File: config.mk
export PLATFORM = sky130hd
export DESIGN_NAME = announce_transmit_scheduler_top_flat
export DESIGN_NICKNAME = d
export VERILOG_FILES = /design/src/rtl/ats_pkg.sv /design/src/rtl/ats_if.sv /design/src/rtl/announce_transmit_scheduler_top.sv /design/src/rtl/ats_mod.sv /design/src/rtl/ats_seq.sv /design/src/rtl/ats_dp.sv /design/src/flat_wrapper.sv
export VERILOG_INCLUDE_DIRS = /design/src /design/src/rtl
export SDC_FILE = /design/constraint.sdc
export NUM_CORES = 1
export LEC_CHECK = 0
export ABC_AREA = 1
export BUFFER_PORTS_ARGS = -buffer_cell sky130_fd_sc_hd__buf_2
export CAP_MARGIN = 20
export CORE_MARGIN = 1.5
export CORE_UTILIZATION = 45
export DETAILED_ROUTE_END_ITERATION = 10
export PLACE_DENSITY_LB_ADDON = 0.12
export SLEW_MARGIN = 10
export SYNTH_ARGS = -nofsm -noshare
export SYNTH_HDL_FRONTEND = slang
export SYNTH_SLANG_ARGS = --single-unit
File: constraint.sdc
create_clock -name clk -period 7.4 [get_ports clk]
set_clock_uncertainty 0.05 [all_clocks]
set_input_delay 1.48 -clock clk [delete_from_list [all_inputs] [get_ports clk]]
set_output_delay 1.48 -clock clk [all_outputs]
set_load 0.05 [all_outputs]
File: src/rtl/announce_transmit_scheduler_top_macros.svh
// Assertion macros shared by the announce transmit scheduler RTL.
`ifndef ANNOUNCE_TRANSMIT_SCHEDULER_TOP_MACROS_SVH
`define ANNOUNCE_TRANSMIT_SCHEDULER_TOP_MACROS_SVH

`ifndef SYNTHESIS
`define ATS_ASSERT_IMPL(lbl, ante, cons) \
	lbl: assert property (@(posedge clk) disable iff (!arst_n) (ante) |-> (cons)) \
	else $error("ats assertion failed");
`define ATS_ASSERT_NEXT(lbl, ante, cons) \
	lbl: assert property (@(posedge clk) disable iff (!arst_n) (ante) |=> (cons)) \
	else $error("ats assertion failed");
`else
`define ATS_ASSERT_IMPL(lbl, ante, cons)
`define ATS_ASSERT_NEXT(lbl, ante, cons)
`endif

`endif

File: src/rtl/ats_pkg.sv
// Types, constants and microprogram of the announce transmit scheduler.
`default_nettype none
package ats_pkg;

	localparam int TIME_W  = 64;
	localparam int SEQ_W   = 16;
	localparam int FLAG_W  = 6;
	localparam int TLV_W   = 11;
	localparam int COUNT_W = 8;
	localparam int ST_W    = 3;

	localparam int CFG_W     = 64;
	localparam int CFG_IDX_W = 3;
	localparam logic [CFG_IDX_W-1:0] REG_ANN_INT  = 3'd0;
	localparam logic [CFG_IDX_W-1:0] REG_OLD_INT  = 3'd1;
	localparam logic [CFG_IDX_W-1:0] REG_RCPT     = 3'd2;
	localparam logic [CFG_IDX_W-1:0] REG_EXT_CFG  = 3'd3;
	localparam logic [CFG_IDX_W-1:0] REG_TFLAGS   = 3'd4;

	localparam logic [TIME_W-1:0]  RESET_INTERVAL_NS = 64'd1_000_000_000;
	localparam logic [COUNT_W-1:0] RESET_RCPT        = 8'd3;

	localparam int MAX_PATH_ENTRIES = 32;
	localparam int MAX_PASSES       = 8;
	localparam int PASS_W           = $clog2(MAX_PASSES);

	// 25 ms = 2^6 * 390625: low bits by shift, odd factor by remainder unit
	localparam int ALIGN_NS    = 25_000_000;
	localparam int ALIGN_SHIFT = 6;
	localparam int ALIGN_ODD   = ALIGN_NS / (1 << ALIGN_SHIFT);
	localparam int REM_W       = $clog2(ALIGN_ODD);
	localparam logic [REM_W:0] ALIGN_ODD_V = (REM_W+1)'(ALIGN_ODD);
	localparam int QUOT_W      = TIME_W - ALIGN_SHIFT;
	localparam int DIGIT_W     = 4;
	localparam int MOD_STEPS   = (QUOT_W + DIGIT_W - 1) / DIGIT_W;
	localparam int MOD_PAD_W   = MOD_STEPS * DIGIT_W;
	localparam int MOD_CNT_W   = $clog2(MOD_STEPS + 1);

	localparam logic [ST_W-1:0] ST_INIT     = 3'd0;
	localparam logic [ST_W-1:0] ST_TX_INIT  = 3'd1;
	localparam logic [ST_W-1:0] ST_IDLE     = 3'd2;
	localparam logic [ST_W-1:0] ST_PERIODIC = 3'd3;
	localparam logic [ST_W-1:0] ST_ANNOUNCE = 3'd4;

	localparam int OP_W = 4;
	localparam logic [OP_W-1:0] OP_NOP      = 4'd0;
	localparam logic [OP_W-1:0] OP_LOAD     = 4'd1;
	localparam logic [OP_W-1:0] OP_PASS     = 4'd2;
	localparam logic [OP_W-1:0] OP_INIT     = 4'd3;
	localparam logic [OP_W-1:0] OP_TXINIT   = 4'd4;
	localparam logic [OP_W-1:0] OP_ADD      = 4'd5;
	localparam logic [OP_W-1:0] OP_MSTART   = 4'd6;
	localparam logic [OP_W-1:0] OP_SETT     = 4'd7;
	localparam logic [OP_W-1:0] OP_DECIDE   = 4'd8;
	localparam logic [OP_W-1:0] OP_PERIODIC = 4'd9;
	localparam logic [OP_W-1:0] OP_ANNOUNCE = 4'd10;
	localparam logic [OP_W-1:0] OP_CHECK    = 4'd11;
	localparam logic [OP_W-1:0] OP_EMIT     = 4'd12;

	localparam int COND_W = 3;
	localparam logic [COND_W-1:0] C_NEXT   = 3'd0;
	localparam logic [COND_W-1:0] C_ALWAYS = 3'd1;
	localparam logic [COND_W-1:0] C_NOACC  = 3'd2;
	localparam logic [COND_W-1:0] C_DISP   = 3'd3;
	localparam logic [COND_W-1:0] C_NOTENT = 3'd4;
	localparam logic [COND_W-1:0] C_MBUSY  = 3'd5;
	localparam logic [COND_W-1:0] C_MORE   = 3'd6;
	localparam logic [COND_W-1:0] C_OBUSY  = 3'd7;

	localparam int STEP_W = 4;
	localparam logic [STEP_W-1:0] S_WAIT   = 4'd0;
	localparam logic [STEP_W-1:0] S_PASS   = 4'd1;
	localparam logic [STEP_W-1:0] S_INIT   = 4'd2;
	localparam logic [STEP_W-1:0] S_TXI    = 4'd3;
	localparam logic [STEP_W-1:0] S_IDLE   = 4'd4;
	localparam logic [STEP_W-1:0] S_ADD    = 4'd5;
	localparam logic [STEP_W-1:0] S_MSTART = 4'd6;
	localparam logic [STEP_W-1:0] S_MWAIT  = 4'd7;
	localparam logic [STEP_W-1:0] S_SETT   = 4'd8;
	localparam logic [STEP_W-1:0] S_DECIDE = 4'd9;
	localparam logic [STEP_W-1:0] S_PER    = 4'd10;
	localparam logic [STEP_W-1:0] S_ANN    = 4'd11;
	localparam logic [STEP_W-1:0] S_HOLD   = 4'd12;
	localparam logic [STEP_W-1:0] S_CHECK  = 4'd13;
	localparam logic [STEP_W-1:0] S_EMIT   = 4'd14;
	localparam logic [STEP_W-1:0] S_LAST   = S_EMIT;

	typedef struct packed {
		logic              take;
		logic [OP_W-1:0]   op;
		logic [COND_W-1:0] cond;
		logic [STEP_W-1:0] target;
	} ctl_t;

	typedef struct packed {
		logic            accept;
		logic            entered;
		logic            mod_busy;
		logic            more;
		logic            out_busy;
		logic [ST_W-1:0] state;
	} stat_t;

	function automatic ctl_t cw(input logic take, input logic [OP_W-1:0] op,
		input logic [COND_W-1:0] cond, input logic [STEP_W-1:0] target);
		ctl_t c;
		c.take   = take;
		c.op     = op;
		c.cond   = cond;
		c.target = target;
		return c;
	endfunction

	function automatic ctl_t prog_rom(input logic [STEP_W-1:0] step);
		ctl_t c;
		case (step)
			S_WAIT:   c = cw(1'b1, OP_LOAD,     C_NOACC,  S_WAIT);
			S_PASS:   c = cw(1'b0, OP_PASS,     C_DISP,   S_HOLD);
			S_INIT:   c = cw(1'b0, OP_INIT,     C_ALWAYS, S_CHECK);
			S_TXI:    c = cw(1'b0, OP_TXINIT,   C_ALWAYS, S_CHECK);
			S_IDLE:   c = cw(1'b0, OP_NOP,      C_NOTENT, S_DECIDE);
			S_ADD:    c = cw(1'b0, OP_ADD,      C_NEXT,   S_WAIT);
			S_MSTART: c = cw(1'b0, OP_MSTART,   C_NEXT,   S_WAIT);
			S_MWAIT:  c = cw(1'b0, OP_NOP,      C_MBUSY,  S_MWAIT);
			S_SETT:   c = cw(1'b0, OP_SETT,     C_NEXT,   S_WAIT);
			S_DECIDE: c = cw(1'b0, OP_DECIDE,   C_ALWAYS, S_CHECK);
			S_PER:    c = cw(1'b0, OP_PERIODIC, C_ALWAYS, S_CHECK);
			S_ANN:    c = cw(1'b0, OP_ANNOUNCE, C_ALWAYS, S_CHECK);
			S_HOLD:   c = cw(1'b0, OP_NOP,      C_ALWAYS, S_CHECK);
			S_CHECK:  c = cw(1'b0, OP_CHECK,    C_MORE,   S_PASS);
			S_EMIT:   c = cw(1'b0, OP_EMIT,     C_OBUSY,  S_EMIT);
			default:  c = cw(1'b0, OP_NOP,      C_ALWAYS, S_WAIT);
		endcase
		return c;
	endfunction

	function automatic logic [STEP_W-1:0] dispatch(input logic [ST_W-1:0] st);
		logic [STEP_W-1:0] s;
		case (st)
			ST_INIT:     s = S_INIT;
			ST_TX_INIT:  s = S_TXI;
			ST_IDLE:     s = S_IDLE;
			ST_PERIODIC: s = S_PER;
			ST_ANNOUNCE: s = S_ANN;
			default:     s = S_HOLD;
		endcase
		return s;
	endfunction

endpackage
`default_nettype wire

File: src/rtl/ats_if.sv
// Tick and report channel interfaces of the announce transmit scheduler.
`default_nettype none
interface ats_tick_if;
	logic        valid;
	logic        ready;
	logic [63:0] now_ns;
	logic        begin_pulse;
	logic        instance_on;
	logic        port_capable;
	logic        is_master_port;
	logic        port_selected;
	logic        update_pending;
	logic        asymmetry_mode;
	logic        set_new_info;
	logic        set_slowdown;
	logic [7:0]  path_count;

	modport source (output valid, now_ns, begin_pulse, instance_on, port_capable,
		is_master_port, port_selected, update_pending, asymmetry_mode,
		set_new_info, set_slowdown, path_count, input ready);
	modport sink (input valid, now_ns, begin_pulse, instance_on, port_capable,
		is_master_port, port_selected, update_pending, asymmetry_mode,
		set_new_info, set_slowdown, path_count, output ready);
endinterface

interface ats_report_if;
	logic        valid;
	logic        ready;
	logic        send_announce;
	logic [15:0] sequence_number;
	logic [5:0]  flags_byte;
	logic [10:0] tlv_length;
	logic [63:0] next_send_ns;
	logic        new_info_flag;
	logic        slowdown_flag;

	modport source (output valid, send_announce, sequence_number, flags_byte,
		tlv_length, next_send_ns, new_info_flag, slowdown_flag, input ready);
	modport sink (input valid, send_announce, sequence_number, flags_byte,
		tlv_length, next_send_ns, new_info_flag, slowdown_flag, output ready);
endinterface
`default_nettype wire

File: src/rtl/announce_transmit_scheduler_top.sv
// Top level of the announce transmit scheduler.
//
// One tick transaction in, one report transaction out. Each tick runs the
// port announce state machine through up to eight chained state passes,
// sequenced by a 15-step microprogram over a shared datapath. A tick is
// accepted in the wait step and ends by loading the report in the emit
// step; a pass runs a dispatch step, the step of its state and a check
// step. A pass that enters idle also adds the interval to the time and
// waits on a remainder unit, since the next send time is rounded down to
// 25 ms by that unit, which takes 4 bits per cycle over 58 bits.
// While the output register still holds an unaccepted report, the last
// step waits. The next tick is taken as soon as the report has been
// loaded into the output register, even while that report still waits.
// Configuration is a write port (index, 64-bit data); writes to unused
// indexes are ignored.
`default_nettype none
module announce_transmit_scheduler_top
	import ats_pkg::*;
(
	input  wire logic                 clk,
	input  wire logic                 arst_n,
	input  wire logic                 cfg_we,
	input  wire logic [CFG_IDX_W-1:0] cfg_index,
	input  wire logic [CFG_W-1:0]     cfg_data,
	ats_tick_if.sink                  tick,
	ats_report_if.source              report
);

	ctl_t  ctl;
	stat_t stat;

	ats_seq u_seq (
		.clk    (clk),
		.arst_n (arst_n),
		.stat   (stat),
		.ctl    (ctl)
	);

	ats_dp u_dp (
		.clk       (clk),
		.arst_n    (arst_n),
		.cfg_we    (cfg_we),
		.cfg_index (cfg_index),
		.cfg_data  (cfg_data),
		.tick      (tick),
		.report    (report),
		.ctl       (ctl),
		.stat      (stat)
	);

endmodule
`default_nettype wire

File: src/rtl/ats_mod.sv
// Remainder unit: value mod the odd factor of 25 ms, four bits per cycle.
`default_nettype none
`include "announce_transmit_scheduler_top_macros.svh"
module ats_mod
	import ats_pkg::*;
(
	input  wire logic              clk,
	input  wire logic              arst_n,
	input  wire logic              start,
	input  wire logic [QUOT_W-1:0] value,
	output logic                   busy,
	output logic [REM_W-1:0]       rem
);

	logic [MOD_PAD_W-1:0] sh_q;
	logic [REM_W-1:0]     rem_q;
	logic [MOD_CNT_W-1:0] cnt_q;
	logic [REM_W:0]       rem_nxt;

	always_comb begin
		logic [REM_W:0] r;
		r = {1'b0, rem_q};
		for (int i = 0; i < DIGIT_W; i++) begin
			r = {r[REM_W-1:0], sh_q[MOD_PAD_W-1-i]};
			if (r >= ALIGN_ODD_V) begin
				r = r - ALIGN_ODD_V;
			end
		end
		rem_nxt = r;
	end

	always_ff @(posedge clk or negedge arst_n) begin
		if (!arst_n) begin
			cnt_q <= '0;
			rem_q <= '0;
		end else if (start) begin
			cnt_q <= MOD_CNT_W'(MOD_STEPS);
			rem_q <= '0;
		end else if (busy) begin
			cnt_q <= cnt_q - MOD_CNT_W'(1);
			rem_q <= rem_nxt[REM_W-1:0];
		end
	end

	always_ff @(posedge clk) begin
		if (start) begin
			sh_q <= MOD_PAD_W'(value);
		end else if (busy) begin
			sh_q <= {sh_q[MOD_PAD_W-DIGIT_W-1:0], {DIGIT_W{1'b0}}};
		end
	end

	assign busy = cnt_q != '0;
	assign rem  = rem_q;

	`ATS_ASSERT_IMPL(a_rem_bound, 1'b1, {1'b0, rem_q} < ALIGN_ODD_V)

endmodule
`default_nettype wire

File: src/rtl/ats_seq.sv
// Microcode sequencer: step counter, control store and jump logic.
`default_nettype none
`include "announce_transmit_scheduler_top_macros.svh"
module ats_seq
	import ats_pkg::*;
(
	input  wire logic  clk,
	input  wire logic  arst_n,
	input  wire stat_t stat,
	output ctl_t       ctl
);

	logic [STEP_W-1:0] pc_q;
	logic [STEP_W-1:0] pc_nxt;
	logic              jump;

	assign ctl = prog_rom(pc_q);

	always_comb begin
		case (ctl.cond)
			C_NEXT:   jump = 1'b0;
			C_ALWAYS: jump = 1'b1;
			C_NOACC:  jump = !stat.accept;
			C_NOTENT: jump = !stat.entered;
			C_MBUSY:  jump = stat.mod_busy;
			C_MORE:   jump = stat.more;
			C_OBUSY:  jump = stat.out_busy;
			default:  jump = 1'b0;
		endcase
		if (ctl.cond == C_DISP) begin
			pc_nxt = dispatch(stat.state);
		end else if (jump) begin
			pc_nxt = ctl.target;
		end else if (pc_q == S_LAST) begin
			pc_nxt = S_WAIT;
		end else begin
			pc_nxt = pc_q + STEP_W'(1);
		end
	end

	always_ff @(posedge clk or negedge arst_n) begin
		if (!arst_n) begin
			pc_q <= S_WAIT;
		end else begin
			pc_q <= pc_nxt;
		end
	end

	`ATS_ASSERT_NEXT(a_accept_starts_pass, stat.accept, pc_q == S_PASS)
	`ATS_ASSERT_IMPL(a_take_only_waiting, ctl.take, pc_q == S_WAIT)

endmodule
`default_nettype wire

File: src/rtl/ats_dp.sv
// Datapath: port state, scheduling arithmetic, configuration and report register.
`default_nettype none
`include "announce_transmit_scheduler_top_macros.svh"
module ats_dp
	import ats_pkg::*;
(
	input  wire logic                 clk,
	input  wire logic                 arst_n,
	input  wire logic                 cfg_we,
	input  wire logic [CFG_IDX_W-1:0] cfg_index,
	input  wire logic [CFG_W-1:0]     cfg_data,
	ats_tick_if.sink                  tick,
	ats_report_if.source              report,
	input  wire ctl_t                 ctl,
	output stat_t                     stat
);

	logic [TIME_W-1:0]  ann_int_q;
	logic [TIME_W-1:0]  old_int_q;
	logic [COUNT_W-1:0] rcpt_q;
	logic               ext_q;
	logic [FLAG_W-1:0]  tflag_q;

	logic [ST_W-1:0]    state_q;
	logic [ST_W-1:0]    prev_q;
	logic               info_q;
	logic               slowdown_q;
	logic [TIME_W-1:0]  send_time_q;
	logic [TIME_W-1:0]  cur_int_q;
	logic [COUNT_W-1:0] slow_cnt_q;
	logic [SEQ_W-1:0]   seq_q;
	logic [FLAG_W-1:0]  flag_q;

	logic               sent_q;
	logic [TLV_W-1:0]   tlv_q;
	logic               entered_q;
	logic [PASS_W-1:0]  pass_q;

	logic [TIME_W-1:0]  now_q;
	logic               master_q;
	logic               sel_ok_q;
	logic               asym_q;
	logic [COUNT_W-1:0] count_q;
	logic [TIME_W-1:0]  sum_q;

	logic               out_valid_q;

	logic               accept;
	logic               emit;
	logic               out_busy;
	logic               force_txi;
	logic [TIME_W:0]    sum_ext;
	logic [TIME_W-1:0]  sum_sat;
	logic               now_lt;
	logic               more;
	logic               mod_busy;
	logic [REM_W-1:0]   mod_rem;
	logic [QUOT_W-1:0]  quot;

	assign accept    = tick.valid && ctl.take;
	assign tick.ready = ctl.take;
	assign out_busy  = out_valid_q && !report.ready;
	assign emit      = (ctl.op == OP_EMIT) && !out_busy;
	assign force_txi = tick.begin_pulse || !tick.instance_on || !tick.port_capable;
	assign sum_ext   = {1'b0, now_q} + {1'b0, cur_int_q};
	assign sum_sat   = sum_ext[TIME_W] ? '1 : sum_ext[TIME_W-1:0];
	assign now_lt    = now_q < send_time_q;
	assign quot      = sum_q[TIME_W-1:ALIGN_SHIFT] - QUOT_W'(mod_rem);
	assign more      = !sent_q && (prev_q != state_q) &&
		(pass_q != PASS_W'(MAX_PASSES - 1));

	ats_mod u_mod (
		.clk    (clk),
		.arst_n (arst_n),
		.start  (ctl.op == OP_MSTART),
		.value  (sum_q[TIME_W-1:ALIGN_SHIFT]),
		.busy   (mod_busy),
		.rem    (mod_rem)
	);

	always_comb begin
		stat.accept   = accept;
		stat.entered  = entered_q;
		stat.mod_busy = mod_busy;
		stat.more     = more;
		stat.out_busy = out_busy;
		stat.state    = state_q;
	end

	always_ff @(posedge clk or negedge arst_n) begin
		if (!arst_n) begin
			ann_int_q <= RESET_INTERVAL_NS;
			old_int_q <= RESET_INTERVAL_NS;
			rcpt_q    <= RESET_RCPT;
			ext_q     <= 1'b0;
			tflag_q   <= '0;
		end else if (cfg_we) begin
			case (cfg_index)
				REG_ANN_INT: ann_int_q <= cfg_data;
				REG_OLD_INT: old_int_q <= cfg_data;
				REG_RCPT:    rcpt_q    <= cfg_data[COUNT_W-1:0];
				REG_EXT_CFG: ext_q     <= cfg_data[0];
				REG_TFLAGS:  tflag_q   <= cfg_data[FLAG_W-1:0];
				default: ;
			endcase
		end
	end

	always_ff @(posedge clk or negedge arst_n) begin
		if (!arst_n) begin
			state_q     <= ST_INIT;
			prev_q      <= ST_INIT;
			info_q      <= 1'b0;
			slowdown_q  <= 1'b0;
			send_time_q <= '0;
			cur_int_q   <= RESET_INTERVAL_NS;
			slow_cnt_q  <= '0;
			seq_q       <= '0;
			flag_q      <= '0;
			sent_q      <= 1'b0;
			tlv_q       <= '0;
			entered_q   <= 1'b0;
			pass_q      <= '0;
		end else begin
			case (ctl.op)
				OP_LOAD: begin
					if (accept) begin
						if (tick.set_new_info) info_q <= 1'b1;
						if (tick.set_slowdown) slowdown_q <= 1'b1;
						if (force_txi) state_q <= ST_TX_INIT;
						sent_q <= 1'b0;
						tlv_q  <= '0;
						pass_q <= '0;
					end
				end
				OP_PASS: begin
					entered_q <= prev_q != state_q;
					prev_q    <= state_q;
				end
				OP_INIT: state_q <= ST_TX_INIT;
				OP_TXINIT: begin
					if (entered_q) begin
						info_q     <= 1'b1;
						slowdown_q <= 1'b0;
						slow_cnt_q <= '0;
					end
					state_q <= ST_IDLE;
				end
				OP_PERIODIC: begin
					if (entered_q && master_q) info_q <= 1'b1;
					state_q <= ST_IDLE;
				end
				OP_SETT: send_time_q <= {quot, {ALIGN_SHIFT{1'b0}}};
				OP_DECIDE: begin
					if (info_q && master_q && now_lt && (sel_ok_q || ext_q) && !asym_q) begin
						state_q <= ST_ANNOUNCE;
					end else if (!now_lt && (sel_ok_q || !ext_q)) begin
						state_q <= ST_PERIODIC;
					end
				end
				OP_ANNOUNCE: begin
					if (entered_q) begin
						info_q     <= 1'b0;
						seq_q      <= seq_q + SEQ_W'(1);
						flag_q     <= flag_q | tflag_q;
						tlv_q      <= (count_q <= COUNT_W'(MAX_PATH_ENTRIES)) ?
							TLV_W'({count_q, 3'b000}) : '0;
						if (slowdown_q) begin
							if (slow_cnt_q >= rcpt_q) begin
								cur_int_q  <= ann_int_q;
								slow_cnt_q <= '0;
								slowdown_q <= 1'b0;
							end else begin
								cur_int_q  <= old_int_q;
								slow_cnt_q <= slow_cnt_q + COUNT_W'(1);
							end
						end else begin
							slow_cnt_q <= '0;
							cur_int_q  <= ann_int_q;
						end
						sent_q <= 1'b1;
					end
					state_q <= ST_IDLE;
				end
				OP_CHECK: pass_q <= pass_q + PASS_W'(1);
				default: ;
			endcase
		end
	end

	always_ff @(posedge clk) begin
		if (accept) begin
			now_q    <= tick.now_ns;
			master_q <= tick.is_master_port;
			sel_ok_q <= tick.port_selected && !tick.update_pending;
			asym_q   <= tick.asymmetry_mode;
			count_q  <= tick.path_count;
		end
		if (ctl.op == OP_ADD) begin
			sum_q <= sum_sat;
		end
	end

	always_ff @(posedge clk or negedge arst_n) begin
		if (!arst_n) begin
			out_valid_q <= 1'b0;
		end else if (emit) begin
			out_valid_q <= 1'b1;
		end else if (report.ready) begin
			out_valid_q <= 1'b0;
		end
	end

	always_ff @(posedge clk) begin
		if (emit) begin
			report.send_announce   <= sent_q;
			report.sequence_number <= seq_q;
			report.flags_byte      <= flag_q;
			report.tlv_length      <= tlv_q;
			report.next_send_ns    <= send_time_q;
			report.new_info_flag   <= info_q;
			report.slowdown_flag   <= slowdown_q;
		end
	end

	assign report.valid = out_valid_q;

	`ATS_ASSERT_IMPL(a_send_time_aligned, 1'b1, send_time_q[ALIGN_SHIFT-1:0] == '0)
	`ATS_ASSERT_IMPL(a_seq_on_announce, seq_q != $past(seq_q), $past(ctl.op) == OP_ANNOUNCE)

endmodule
`default_nettype wire

File: src/flat_wrapper.sv
// flat-port wrapper written by rule: the top's interface ports become plain ports
module announce_transmit_scheduler_top_flat import ats_pkg::*;
  (clk, arst_n, cfg_we, cfg_index, cfg_data, tick_valid, tick_now_ns, tick_begin_pulse, tick_instance_on, tick_port_capable, tick_is_master_port, tick_port_selected, tick_update_pending, tick_asymmetry_mode, tick_set_new_info, tick_set_slowdown, tick_path_count, tick_ready, report_valid, report_send_announce, report_sequence_number, report_flags_byte, report_tlv_length, report_next_send_ns, report_new_info_flag, report_slowdown_flag, report_ready);
  ats_tick_if tick_i ();
  ats_report_if report_i ();
  input  wire logic clk;
  input  wire logic arst_n;
  input  wire logic cfg_we;
  input  wire logic [CFG_IDX_W-1:0] cfg_index;
  input  wire logic [CFG_W-1:0] cfg_data;
  input wire logic [$bits(tick_i.valid)-1:0] tick_valid;
  input wire logic [$bits(tick_i.now_ns)-1:0] tick_now_ns;
  input wire logic [$bits(tick_i.begin_pulse)-1:0] tick_begin_pulse;
  input wire logic [$bits(tick_i.instance_on)-1:0] tick_instance_on;
  input wire logic [$bits(tick_i.port_capable)-1:0] tick_port_capable;
  input wire logic [$bits(tick_i.is_master_port)-1:0] tick_is_master_port;
  input wire logic [$bits(tick_i.port_selected)-1:0] tick_port_selected;
  input wire logic [$bits(tick_i.update_pending)-1:0] tick_update_pending;
  input wire logic [$bits(tick_i.asymmetry_mode)-1:0] tick_asymmetry_mode;
  input wire logic [$bits(tick_i.set_new_info)-1:0] tick_set_new_info;
  input wire logic [$bits(tick_i.set_slowdown)-1:0] tick_set_slowdown;
  input wire logic [$bits(tick_i.path_count)-1:0] tick_path_count;
  output wire logic [$bits(tick_i.ready)-1:0] tick_ready;
  output wire logic [$bits(report_i.valid)-1:0] report_valid;
  output wire logic [$bits(report_i.send_announce)-1:0] report_send_announce;
  output wire logic [$bits(report_i.sequence_number)-1:0] report_sequence_number;
  output wire logic [$bits(report_i.flags_byte)-1:0] report_flags_byte;
  output wire logic [$bits(report_i.tlv_length)-1:0] report_tlv_length;
  output wire logic [$bits(report_i.next_send_ns)-1:0] report_next_send_ns;
  output wire logic [$bits(report_i.new_info_flag)-1:0] report_new_info_flag;
  output wire logic [$bits(report_i.slowdown_flag)-1:0] report_slowdown_flag;
  input wire logic [$bits(report_i.ready)-1:0] report_ready;
  assign tick_i.valid = tick_valid;
  assign tick_i.now_ns = tick_now_ns;
  assign tick_i.begin_pulse = tick_begin_pulse;
  assign tick_i.instance_on = tick_instance_on;
  assign tick_i.port_capable = tick_port_capable;
  assign tick_i.is_master_port = tick_is_master_port;
  assign tick_i.port_selected = tick_port_selected;
  assign tick_i.update_pending = tick_update_pending;
  assign tick_i.asymmetry_mode = tick_asymmetry_mode;
  assign tick_i.set_new_info = tick_set_new_info;
  assign tick_i.set_slowdown = tick_set_slowdown;
  assign tick_i.path_count = tick_path_count;
  assign tick_ready = tick_i.ready;
  assign report_valid = report_i.valid;
  assign report_send_announce = report_i.send_announce;
  assign report_sequence_number = report_i.sequence_number;
  assign report_flags_byte = report_i.flags_byte;
  assign report_tlv_length = report_i.tlv_length;
  assign report_next_send_ns = report_i.next_send_ns;
  assign report_new_info_flag = report_i.new_info_flag;
  assign report_slowdown_flag = report_i.slowdown_flag;
  assign report_i.ready = report_ready;
  announce_transmit_scheduler_top u_core (.clk(clk), .arst_n(arst_n), .cfg_we(cfg_we), .cfg_index(cfg_index), .cfg_data(cfg_data), .tick(tick_i), .report(report_i));
endmodule
==> results of run 1 <==
[cell families after synthesis]
group,Yosys count,synth area share
simple gates,1715,0.2120
compound gates,742,0.1179
flops,628,0.5039
buf+inv,616,0.07099
fa+ha+maj,168,0.06192
xor+xnor,127,0.03287
other cells,1,0.0001101
mux,1,0.0002938
[flip-flops by register name (all words and copies together), names as in the netlist, 8 cells and up]
name,count
u_core.u_dp.old_int_q,64
u_core.u_dp.now_q,64
u_core.u_dp.cur_int_q,64
u_core.u_dp.sum_q,58
u_core.u_dp.report.next_send_ns,58
u_core.u_dp.report.sequence_number,16
u_core.u_dp.u_mod.sh_q,60
u_core.u_dp.slow_cnt_q,8
u_core.u_dp.seq_q,16
u_core.u_dp.count_q,8
u_core.u_dp.ann_int_q,64
u_core.u_dp.report.tlv_length,8
u_core.u_dp.tlv_q,8
u_core.u_dp.rcpt_q,8
u_core.u_dp.u_mod.rem,19
u_core.u_dp.send_time_q,58
[synth_stat cells, types with 6 or more instances]
cell type  number  area share
o21ai_0       417       0.061
nor3_1         36      0.0053
ha_1          167       0.061
nor2_1        373       0.041
nor4_1         11      0.0020
nand2_1       945        0.10
nand2_2        30      0.0055
o211ai_1        9      0.0020
o21bai_1       10      0.0022
nand3_1       225       0.033
clkbuf_1       95       0.010
nor2_2         15      0.0028
nand3b_1        6      0.0013
o221ai_1        7      0.0018
xor2_1         88       0.023
a211oi_1        8      0.0018
dfrtp_1       303        0.22
a31oi_1        42      0.0077
inv_1         478       0.053
inv_2          17      0.0019
edfxtp_1      282        0.25
nand4_1        31      0.0057
buf_4          13      0.0029
xnor2_1        38      0.0098
o21ai_1        17      0.0025
a31o_2          6      0.0015
or2_2          22      0.0040
a21boi_0        6      0.0013
dfstp_2        41       0.032
nand2_4         6      0.0020
a21oi_1       185       0.027
buf_6           6      0.0020
[routing by layer]
metal,vias up,global-route usage,routed length (um)
li1,13690,-,-
met1,12840,0.3692,46260
met2,711,0.3775,42350
met3,129,0.03425,5505
met4,0,0.07650,2277
met5,-,0,0
[area by class of cell]
| cell class | instances | area share |
|---|---|---|
| tap | 969 | 0.03131 |
| antenna | 3 | 0.0001939 |
| timing repair buffer | 263 | 0.03606 |
| sequential | 628 | 0.4433 |
| inverter | 499 | 0.04840 |
| clock inverter | 30 | 0.009499 |
| multi-input combinational | 2762 | 0.3762 |
| clock buffer | 104 | 0.05499 |
[path summary, 6_finish.rpt]
path	endpoint	cells after the start	start	slack, ns
max	u_core.u_dp.u_mod.rem[0]$_DFFE_PN0P_	36	u_core.u_dp.u_mod.rem[11]$_DFFE_PN0P_	1.50
min	u_core.u_dp.report.tlv_length[7]$_DFFE_PP_	0	u_core.u_dp.tlv_q[7]$_DFFE_PN0P_	0.39
max reg2reg	u_core.u_dp.u_mod.rem[0]$_DFFE_PN0P_	36	u_core.u_dp.u_mod.rem[11]$_DFFE_PN0P_	1.50
min reg2reg	u_core.u_dp.report.tlv_length[7]$_DFFE_PP_	0	u_core.u_dp.tlv_q[7]$_DFFE_PN0P_	0.39
max in group asynchronous	u_core.u_dp.cur_int_q[44]$_DFFE_PN0P_	2	arst_n	5.27
min in group asynchronous	u_core.u_dp.flag_q[1]$_DFFE_PN0P_	1	arst_n	0.71
[critical path, delay by kind of cell, from the launching register on]
kind	cells	cell delay [ns]
fa+ha+maj	3	0.53
flops	1	0.48
buf+inv	6	0.45
compound gates	4	0.87
simple gates	23	3.34
[through the flow]
| step | instances | cell area [um2] | util | setup WS [ns] | hold slack (ns) |
|---|---|---|---|---|---|
| floorplan | 4006 | 34100 | - | 1.500 | 0.3715 |
| global placement | 5121 | 36220 | 0.4849 | 1.714 | 0.3779 |
| detailed placement | 5121 | 36220 | 0.4849 | 1.628 | 0.3824 |
| CTS | 5255 | 38720 | 0.5183 | 1.606 | 0.3955 |
| global route | 5258 | 38730 | 0.5184 | 0.9827 | 0.4040 |
| finish | 5258 | 38730 | 0.5184 | 1.496 | 0.3946 |
==> impl_metrics.env, run 1 <==
export IMPL_antenna_found_initial=4
export IMPL_synth_area_um2=34070
export IMPL_drc=0
export IMPL_cp_end_kind="flop"
export IMPL_cp_start_kind="flop"
export IMPL_layout_commonest_cell="nand2_1"
export IMPL_hold_buffers=0
export IMPL_ys_seq_area_frac=0.5039
export IMPL_viasPerCell=5.205
export IMPL_grt_pass1_vias=26070
export IMPL_htreeDepth=3
export IMPL_cts_tree="yes"
export IMPL_finalSetupTns_ns=0
export IMPL_cts_setup_buffers=0
export IMPL_crit_fanout=25
export IMPL_timing_fmax_mhz=169.4
export IMPL_fin_crit_ns=5.904
export IMPL_ys_ff_latch=628
export IMPL_grt_max_degree=172
export IMPL_grt_overflow_total=0
export IMPL_clock_sinks=628
export IMPL_area_growth_synth_to_final_pct=13.68
export IMPL_synthArstFlopShare=0.5478
export IMPL_period_share=0.7979
export IMPL_finalSetupViolations=0
export IMPL_worstSkewPairLatency_ns=0.62
export IMPL_cp_arrival_ns=6.31
export IMPL_synth_cell_types=63
export IMPL_synth_edf_count=282
export IMPL_root_buffer="clkbuf_16"
export IMPL_dieArea_um2=77360
export IMPL_fin_nets=4547
export IMPL_wire_per_inst_um=18.33
export IMPL_cts_resized_gates=0
export IMPL_cts_buffer_depth=3
export IMPL_slew_violations=0
export IMPL_syn_area_per_cell_um2=8.521
export IMPL_critPathMostFrequentCell="nand2_1"
export IMPL_synth_warnings=0
export IMPL_cts_made_buffers=72
export IMPL_fp_dieW_um=278.1
export IMPL_core_um2=74700
export IMPL_multiInputGateArea_um2=14570
export IMPL_routed_wl_um=96390
export IMPL_status="finished clean"
export IMPL_relSlewSlack=0.3103
export IMPL_start_util=0.4561
export IMPL_die_h_um=278.1
export IMPL_hold_class="flop to flop"
export IMPL_rows=100
export IMPL_register_area_um2=17170
export IMPL_drtPass1Iterations=6
export IMPL_ant_nets=0
export IMPL_maxCapViolCount=0
export IMPL_path_class="flop to flop"
export IMPL_worst_slew_pin_slew_ns=1.035
export IMPL_pin_count=255
export IMPL_required_ns=7.80
export IMPL_slowest_delay_ns=0.48
export IMPL_clk_pin_slew_ns=0.06
export IMPL_gp_congestion=0.9543
export IMPL_io_buffers=245
export IMPL_vias=27370
export IMPL_cpMaxStageDelayCell="dfrtp_1"
export IMPL_synth_flop_cell="dfrtp_1"
export IMPL_drive_above_1_share=0.1265
export IMPL_dp_hpwl_um=72550
export IMPL_track_usage=0.2490
export IMPL_hold_viol_final=0
export IMPL_grt_pass1_wl_um=149700
export IMPL_final_cell_mix="nand2_1, inv_1, o21ai_0, nor2_1, dfrtp_1"
export IMPL_rsz0062_at_grt="false"
export IMPL_syn_inst=3998
export IMPL_fill_cells=7177
export IMPL_drt_iter0_drc=2311
Power of run 1 is left out: the tool's default activity adds up to more than one toggle a clock period on the data nets, which glitch-free logic cannot reach.
==> run 2: changes to the inputs <==
clock period = 6.05 ns   (was 7.4 ns; I/O delays follow)
==> run 2 against run 1 <==
Net effect:
- via count increased by 0.48%
- sequential share of layout area decreased by 0.14 points
- critical endpoint unchanged
- setup slack got worse by 0.99 ns
- non-clock buffer count increased by 11
- largest cell class unchanged
- critical path type unchanged
==> impl_metrics.env, run 2 (synthesized netlist as in run 1, its figures left out) <==
export IMPL_drt_iter0_drc=2527
export IMPL_cp_end_kind="flop"
export IMPL_vias=27500
export IMPL_place_worst_setup_slack_ns=0.3673
export IMPL_rows=100
export IMPL_cp_arrival_ns=5.98
export IMPL_fin_crit_ns=5.547
export IMPL_ant_nets=0
export IMPL_relSlewSlack=0.2725
export IMPL_dp_hpwl_um=72650
export IMPL_finalSetupTns_ns=0
export IMPL_wire_per_inst_um=18.45
export IMPL_root_buffer="clkbuf_16"
export IMPL_timing_fmax_mhz=180.3
export IMPL_layout_commonest_cell="nand2_1"
export IMPL_cts_buffer_depth=3
export IMPL_drc=0
export IMPL_required_ns=6.48
export IMPL_path_delay_family="simple AND/OR/NAND/NOR gates"
export IMPL_core_um2=74700
export IMPL_clk_pin_slew_ns=0.06
export IMPL_grt_max_degree=150
export IMPL_hold_viol_final=0
export IMPL_antenna_found_initial=4
export IMPL_hold_class="flop to flop"
export IMPL_io_buffers=245
export IMPL_maxCapViolCount=0
export IMPL_fin_nets=4558
export IMPL_fill_cells=7146
export IMPL_period_share=0.9169
export IMPL_critPathMostFrequentCell="nand2_1"
export IMPL_worstSkewPairLatency_ns=0.64
export IMPL_clock_sinks=628
export IMPL_grt_overflow_total=0
export IMPL_area_growth_synth_to_final_pct=14.04
export IMPL_start_util=0.4561
export IMPL_track_usage=0.2504
export IMPL_slowest_delay_ns=0.38
export IMPL_drtPass1Iterations=6
export IMPL_fin_ws_ns=0.5030
export IMPL_viasPerCell=5.218
export IMPL_slew_violations=0
export IMPL_status="finished clean"
export IMPL_path_class="flop to flop"
export IMPL_cts_made_buffers=72
export IMPL_gp_congestion=0.9614
export IMPL_crit_fanout=16
export IMPL_cp_start_kind="flop"
export IMPL_cts_tree="yes"
export IMPL_rsz0062_at_grt="false"
export IMPL_htreeDepth=3
export IMPL_worst_slew_pin_slew_ns=1.090
export IMPL_die_h_um=278.1
export IMPL_fin_util=0.5201
export IMPL_grt_pass1_wl_um=150200
export IMPL_routed_wl_um=97250
export IMPL_crit_buf_inv=7
export IMPL_dieArea_um2=77360
export IMPL_drive_above_1_share=0.1299
export IMPL_grt_pass1_vias=26110
export IMPL_fp_dieW_um=278.1
export IMPL_pin_count=255
export IMPL_finalSetupViolations=0
export IMPL_final_cell_mix="nand2_1, inv_1, o21ai_0, nor2_1, dfrtp_1"
export IMPL_cpMaxStageDelayCell="dfrtp_1"
==> run 2: cell types whose count changed in the layout (fill, tap and decap cells not counted), moves of 3 or more <==
| cell | previous run | this run |
|---|---|---|
| clkinv_1 | 9 | 6 |
| clkbuf_16 | 78 | 73 |
| clkbuf_8 | 8 | 11 |
| buf_4 | 16 | 25 |
==> run 2: metal layers <==
metal / up-vias / share of wire / track usage
met3: 140 / 0.053 / 0.03685
li1: 13720 / - / -
met5: - / 0 / 0
met4: 0 / 0.025 / 0.06740
met1: 12940 / 0.48 / 0.3719
met2: 706 / 0.44 / 0.3811
==> run 2: final cells by class <==
cell class                 instances  area (um2)  area share
multi-input combinational       2762       14610      0.3760
clock inverter                    31       425.4     0.01095
tap                              969        1212     0.03121
timing repair buffer             274        1504     0.03871
sequential                       628       17170      0.4419
clock buffer                     103        2049     0.05275
inverter                         499        1874     0.04824
antenna                            4       10.01   0.0002576
==> run 2: metrics by stage <==
step                      area (um2)  std cells  hold slack, ns
after floorplan                34100       4006          0.3715
after global placement         36280       5126          0.3798
after detailed placement       36280       5126          0.3826
after CTS                      38760       5260          0.3949
after global routing           38850       5268          0.4051
final                          38850       5270          0.3943
==> run 2: worst paths after layout <==
path | start | endpoint | slack (ns) | cells past startpoint
min in group asynchronous | arst_n | u_core.u_dp.flag_q[1]$_DFFE_PN0P_ | 0.54 | 1
max reg2reg | u_core.u_dp.u_mod.rem[0]$_DFFE_PN0P_ | u_core.u_dp.u_mod.rem[0]$_DFFE_PN0P_ | 0.50 | 39
min reg2reg | u_core.u_dp.tlv_q[7]$_DFFE_PN0P_ | u_core.u_dp.report.tlv_length[7]$_DFFE_PP_ | 0.39 | 0
max | u_core.u_dp.u_mod.rem[0]$_DFFE_PN0P_ | u_core.u_dp.u_mod.rem[0]$_DFFE_PN0P_ | 0.50 | 39
max in group asynchronous | arst_n | u_core.u_dp.cur_int_q[44]$_DFFE_PN0P_ | 4.08 | 2
min | u_core.u_dp.tlv_q[7]$_DFFE_PN0P_ | u_core.u_dp.report.tlv_length[7]$_DFFE_PP_ | 0.39 | 0
==> run 2: timing repair <==
item | CTS | global route
hold buffers | 0 | 0
setup endpoints to repair | 0 | 19
setup buffers | 0 | 6
resized for setup | 0 | 7
Power of run 2 is left out for the same reason.
